<file path="src/hw/rtl/epq_pkg.sv">
// shared types and constants of the event priority queue
package epq_pkg;

    localparam int CAPACITY = 1024;
    localparam int CNT_W    = $clog2(CAPACITY + 1);
    localparam int OCC_W    = 11;

    typedef enum logic [1:0] {
        MODE_ENQ = 2'd0,
        MODE_DEQ = 2'd1,
        MODE_DEL = 2'd2,
        MODE_NOP = 2'd3
    } mode_t;

    typedef enum logic [2:0] {
        ST_OK       = 3'd0,
        ST_EMPTY    = 3'd1,
        ST_FULL     = 3'd2,
        ST_DUP      = 3'd3,
        ST_NOTFOUND = 3'd4
    } status_t;

    typedef struct packed {
        logic [63:0] ts;
        logic [31:0] snd;
        logic [31:0] dst;
        logic [31:0] id;
    } key_t;

    typedef struct packed {
        key_t        key;
        logic [15:0] hnd;
    } entry_t;

    // operation broadcast to all cells
    typedef struct packed {
        logic   ins;     // insert key
        logic   del;     // remove entry at first match/position
        logic   deq;     // remove head
        entry_t ent;
    } bcast_t;

    // per-cell compare flags
    typedef struct packed {
        logic gt;    // stored key greater than given key
        logic eq;
    } cmp_t;

endpackage

</file>
<file path="src/hw/rtl/epq_cell.sv">
// one slot of the sorted chain: holds an entry and shifts with neighbors
module epq_cell (
    input  logic            aclk,
    input  logic            occ,        // slot holds a valid entry
    input  logic            cmp_en,     // compare phase
    input  logic            upd_en,     // update phase
    input  epq_pkg::bcast_t op,
    input  epq_pkg::entry_t left_ent,   // entry of lower neighbor
    input  epq_pkg::entry_t right_ent,  // entry of upper neighbor
    input  logic            left_shift, // lower neighbor gt flag (insert)
    output epq_pkg::entry_t ent,
    output epq_pkg::cmp_t   cmp,
    output logic            hit_out     // this slot matched
);
    import epq_pkg::*;

    entry_t ent_reg;
    cmp_t   cmp_reg;
    logic   gt_c, eq_c;

    assign gt_c = (ent_reg.key > op.ent.key);
    assign eq_c = (ent_reg.key == op.ent.key);
    assign ent  = ent_reg;
    assign cmp  = cmp_reg;
    assign hit_out = occ & cmp_reg.eq;

    always_ff @(posedge aclk) begin
        if (cmp_en) begin
            cmp_reg.gt <= gt_c | ~occ;
            cmp_reg.eq <= eq_c & occ;
        end
        if (upd_en) begin
            if (op.ins) begin
                if (cmp_reg.gt) begin
                    ent_reg <= left_shift ? left_ent : op.ent;
                end
            end else if (op.deq) begin
                ent_reg <= right_ent;
            end else if (op.del) begin
                // keys are sorted and unique: every slot at or above the match shifts down
                if (cmp_reg.gt | cmp_reg.eq) begin
                    ent_reg <= right_ent;
                end
            end
        end
    end
endmodule

</file>
<file path="config.mk">
export PLATFORM = sky130hd
export DESIGN_NAME = epq_cell
export DESIGN_NICKNAME = d
export VERILOG_FILES = /design/src/hw/rtl/epq_pkg.sv /design/src/hw/rtl/epq_cell.sv
export SDC_FILE = /design/constraint.sdc
export NUM_CORES = 1
export LEC_CHECK = 0
export BUFFER_PORTS_ARGS = -buffer_cell sky130_fd_sc_hd__clkbuf_2
export CAP_MARGIN = 20
export CORE_AREA = 2 2 278 280
export CTS_BUF_LIST = sky130_fd_sc_hd__clkbuf_4 sky130_fd_sc_hd__clkbuf_8 sky130_fd_sc_hd__clkbuf_16
export DETAILED_ROUTE_END_ITERATION = 10
export DIE_AREA = 0 0 280 282
export REMOVE_ABC_BUFFERS = 1
export SYNTH_ARGS = -nofsm -noshare
export SYNTH_HDL_FRONTEND = slang
export SYNTH_SLANG_ARGS = --single-unit
</file>
<file path="constraint.sdc">
create_clock -name aclk -period 11.75 [get_ports aclk]
set_input_delay 1.175 -clock aclk [delete_from_list [all_inputs] [get_ports aclk]]
set_output_delay 1.175 -clock aclk [all_outputs]
set_load 0.05 [all_outputs]
</file>
Yosys cells after proc, flatten, opt, wreduce, memory -nomap -nowiden
Index checks and enable logic that the tools add are counted.
W data, S select, Z words.
{"block": "word_totals", "register_bits": 178, "latch_bits": 0, "ramBits": 0, "rom_bits": 0, "input_bits": 536, "output_inout_bits": 179, "elab_cells": 24, "mem_count": 0}
{"block": "op_classes", "add_sub_neg": 0, "n_mul": 0, "n_div": 0, "magnitude_cmp": 1, "n_eq_ne": 2, "shifts": 0, "muxes": 6, "n_bitwise": 5, "reduce_logical": 3}
{"cell": "$mux W176", "n": 6}
{"cell": "$eq A160 B160 Y1", "n": 1}
{"cell": "$gt A160 B160 Y1", "n": 1}
{"cell": "$reduce_bool A3 Y1", "n": 2}
{"cell": "$reduce_and A4 Y1", "n": 1}
{"cell": "$and A1 B1 Y1", "n": 2}
{"cell": "$ne A2 B1 Y1 const B", "n": 1}
{"cell": "$or A1 B1 Y1", "n": 2}
{"cell": "$not A1 Y1", "n": 1}

Depth between registers and ports, before layout
{"block": "depth", "word_depth": 5, "mapped_depth": 9, "ltp_nobuf": 9}

Worst setup path before layout
Ideal clock, no wire load.
{"block": "synth_timing", "kind": "input port to flip-flop", "start": "input op[178] (netlist bit)", "end": "register ent_reg, in the netlist ent[0] (enable)", "setup_ps": 561, "arrival_ps": 5865, "required_ps": 11189, "slack_ps": 5324, "path_stages": 4, "n_path_buf": 2, "path_cell_list": "clkbuf_1 clkbuf_1 o21bai_1 o311a_1"}
{"block": "synth_via", "elab_chain_cells": 2, "word_cells_on_any_way": 4, "cone_classes": "eq/ne: 1; reduce/logical: 3"}
{"element": "from (decl)", "line": "epq_cell.sv:7", "rtl": "input epq_pkg::bcast_t op,"}
{"element": "$ne A2 B1 Y1 (no line) / $reduce_bool A3 Y1 (equally long branches)"}
{"element": "$reduce_and A4 Y1 (no line) *"}
{"element": "to (signal assigned)", "line": "epq_cell.sv:35", "rtl": "ent_reg <= left_shift ? left_ent : op.ent;"}
{"element": "to (signal assigned)", "line": "epq_cell.sv:38", "rtl": "ent_reg <= right_ent;"}
{"element": "to (signal assigned)", "line": "epq_cell.sv:42", "rtl": "ent_reg <= right_ent;"}
{"element": "to (decl)", "line": "epq_cell.sv:17", "rtl": "entry_t ent_reg;"}
Every way passes the cells marked *; elsewhere a longest branch is shown, timed or not.
A chain may end at the register's enable or synchronous reset.

Worst setup path in the final report
{"block": "layout_timing", "start": "input op[163] (netlist bit)", "end": "register cmp_reg, in the netlist cmp[1], data pin"}
{"block": "layout_via", "elab_chain_cells": 2}
{"element": "$gt A160 B160 Y1", "line": "epq_cell.sv:21", "rtl": "assign gt_c = (ent_reg.key > op.ent.key);"}
{"element": "$or A1 B1 Y1", "line": "epq_cell.sv:29", "rtl": "cmp_reg.gt <= gt_c | ~occ;"}
{"element": "to (decl)", "line": "epq_cell.sv:18", "rtl": "cmp_t cmp_reg;"}
No other way between the ends.

==> flow_summary.ini <==
[logic_synthesis]
yosysWarnings = 0
synthTopCellsByArea = edfxtp_1 41%, ha_1 15%, mux2i_1 14%
syn_area_sq_um = 13000
synth_edf_count = 178
synthFlopType = edfxtp_1
async_flop_share_pct = 0
yosysMostFrequentCell = a21oi_1
synth.top_cell.area_share_pct = 41.0
yosysTopAreaCell = edfxtp_1
avgSynthCellArea_sq_um = 9.71
synth-seq-cells = 178
synth.distinct_cells = 50
yosysSeqAreaShare_pct = 41.0
synthCells = 1341
synth_commonest_cells = 232 x a21oi_1, 185 x nor2_1, 178 x edfxtp_1

[route]
drt_first_pass_iters = 5
via_count = 12400
drc = 0
viasPerCell = 4.11
wl_microns = 53600
drt_iter0_drc = 480
wl_per_cell_microns = 17.8
final_antenna_net_count = 0

[die]
rows = 101
fp.dieH_microns = 282
core_area_sq_um = 75700
dieWidth_microns = 280
start_util_pct = 17.2
io_pins = 715
die_area_sq_um = 79000

[placement]
gp_congestion = 0.853
io_buffers = 714
preCtsSetupSlack_ns = 7.24
dp.cells = 2981
dp_hpwl_microns = 45100

[critical_path]
r2r_slack_ns = 8.30
worstPathRequired_ns = 11.96
crit_path_start_kind = input port
cp-end-kind = flip-flop
path_class = input port to flip-flop
crit_arrival_ns = 4.05
cp_max_fo = 3
endpoint = cmp[1]
reg2reg_from = ent[142]
r2r_end = cmp[0]
crit_path_start = op[163]
reg2regPathDepth = 8

[timing]
rsz0062_at_grt = false
hold_viol_final = 0
min_period_ns = 3.84
fin_skew_ns = 0.0115
max_slew.worst_pin.slew_ns = 1.07
fin_crit_sh_pct = 32.7
slew_headroom_pct = 28.8
tns_ns = 0
fmax_mhz = 261
slew_viol_final = 0
fin_ws_ns = 7.91
setup_viol = 0

[finish]
layout.nets = 2718
drive_gt1_share_pct = 37.5
finalCoreUtilization_pct = 24.1
syn_to_final_growth_pct = 40.3
fillCellCount = 8278
finalNonFillerCells = 3016
largest_reg_flops = 176

[clock_tree]
clk_pin_slew_worst_paths_ns = 0.08
cts_resized = 0
ctsHoldBuffers = 0
htreeDepth = 4
cts_tree = done
cts_made_buffers = 17
post-cts-setup-buffers = 0
cts-root-buf = clkbuf_16
insertion_delay_ns = 0.48
cts_buffer_depth = 2
cts.sinks = 178

[power]
finalPower_mw = 1.98
vdd_drop_max_mv = 0.0861
p_leak_nw = 9.23
power-per-cell-area_nw_per_um2 = 108

[global_route]
grt_pass1_vias = 12400
grt_pass1_wl_microns = 76000
grt_max_degree = 175
grt.total_usage_pct = 13.0
grt-ovfl-total = 0
antenna_found_initial = 6

[job]
max_cap_violations = 0

[hold_path]
hp-start = cmp_en
hold_path.class = input port to flip-flop

[outcome]
outcome = complete, no violations
[area by class of cell]
class	count	area, sq um	share of cell area, %
multi-input combinational	943	6870	37.6
sequential	178	5350	29.2
timing repair buffer	721	3660	20.0
tap	978	1220	6.70
inverter	161	604	3.31
clock buffer	17	425	2.33
clock inverter	15	144	0.787
antenna	3	7.51	0.0411
[cells in the final DEF, fill, tap and decap left out, types with 4 or more instances in the layout]
| cell type | Yosys | routed |
|---|---|---|
| nor4_1 | 4 | 4 |
| a221o_1 | 4 | 4 |
| and4_1 | 4 | 4 |
| nor3_1 | 8 | 8 |
| inv_6 | 0 | 5 |
| mux2i_1 | 176 | 176 |
| clkbuf_16 | 0 | 17 |
| a221oi_1 | 4 | 4 |
| a21oi_1 | 232 | 232 |
| ha_1 | 160 | 160 |
| nand4_1 | 29 | 29 |
| nand3_1 | 25 | 25 |
| inv_1 | 161 | 161 |
| a21o_1 | 27 | 27 |
| a211oi_1 | 4 | 4 |
| o21ai_0 | 8 | 8 |
| edfxtp_1 | 178 | 178 |
| nand2_1 | 28 | 28 |
| clkbuf_2 | 0 | 712 |
| o21a_1 | 4 | 4 |
| nor2_1 | 185 | 185 |
| buf_4 | 0 | 6 |
[power breakdown]
group,total (mW),internal (mW),switching (mW)
registers,0.792,0.762,0.0305
clock network,0.591,0.282,0.309
logic,0.597,0.208,0.389
[cells by family after synthesis]
kind of cell    Yosys count  synth area share (%)
mux                     176                  13.5
buf+inv                 220                  6.36
simple gates            304                  10.7
fa+ha+maj               160                  15.4
compound gates          303                  13.1
flops                   178                  41.0
[critical path: stages]
cell and delay (ns):
clkbuf_2 0.09, inv_1 0.04, ha_1 0.32, a21oi_1 0.17, o21ai_0 0.13, a221o_1 0.37
a2111oi_1 0.97, nand4_1 0.21, a31oi_1 0.43, o22ai_1 0.15
[stage by stage]
stage,area [sq um],hold WS [ns]
after CTS,18300,0.865
after global placement,17700,0.998
after detailed placement,17700,1.01
after global routing,18300,0.884
final,18300,0.933
after floorplan,12800,1.21
[layer usage]
metal | track usage (%) | wire (microns) | part of all wire [%]
met5 | 0 | 30 | 0.056
met2 | 22.8 | 26300 | 49
met3 | 3.35 | 3470 | 6.5
met1 | 15.4 | 22500 | 42
met4 | 4.77 | 1210 | 2.3
[worst min path at each step]
| stage | endpoint | cells after the start | slack, ns |
|---|---|---|---|
| 5_1_grt | cmp[0] | 1 | 0.88 |
| 2_1_floorplan | cmp[1] | 5 | 1.21 |
| 3_5_place_dp | cmp[0] | 5 | 1.01 |
| 4_1_cts | cmp[1] | 1 | 0.86 |
| 6_report | cmp[0] | 1 | 0.93 |
| 3_3_place_gp | cmp[0] | 5 | 1.0 |
Note: power is estimated with default switching activity, not from simulation.
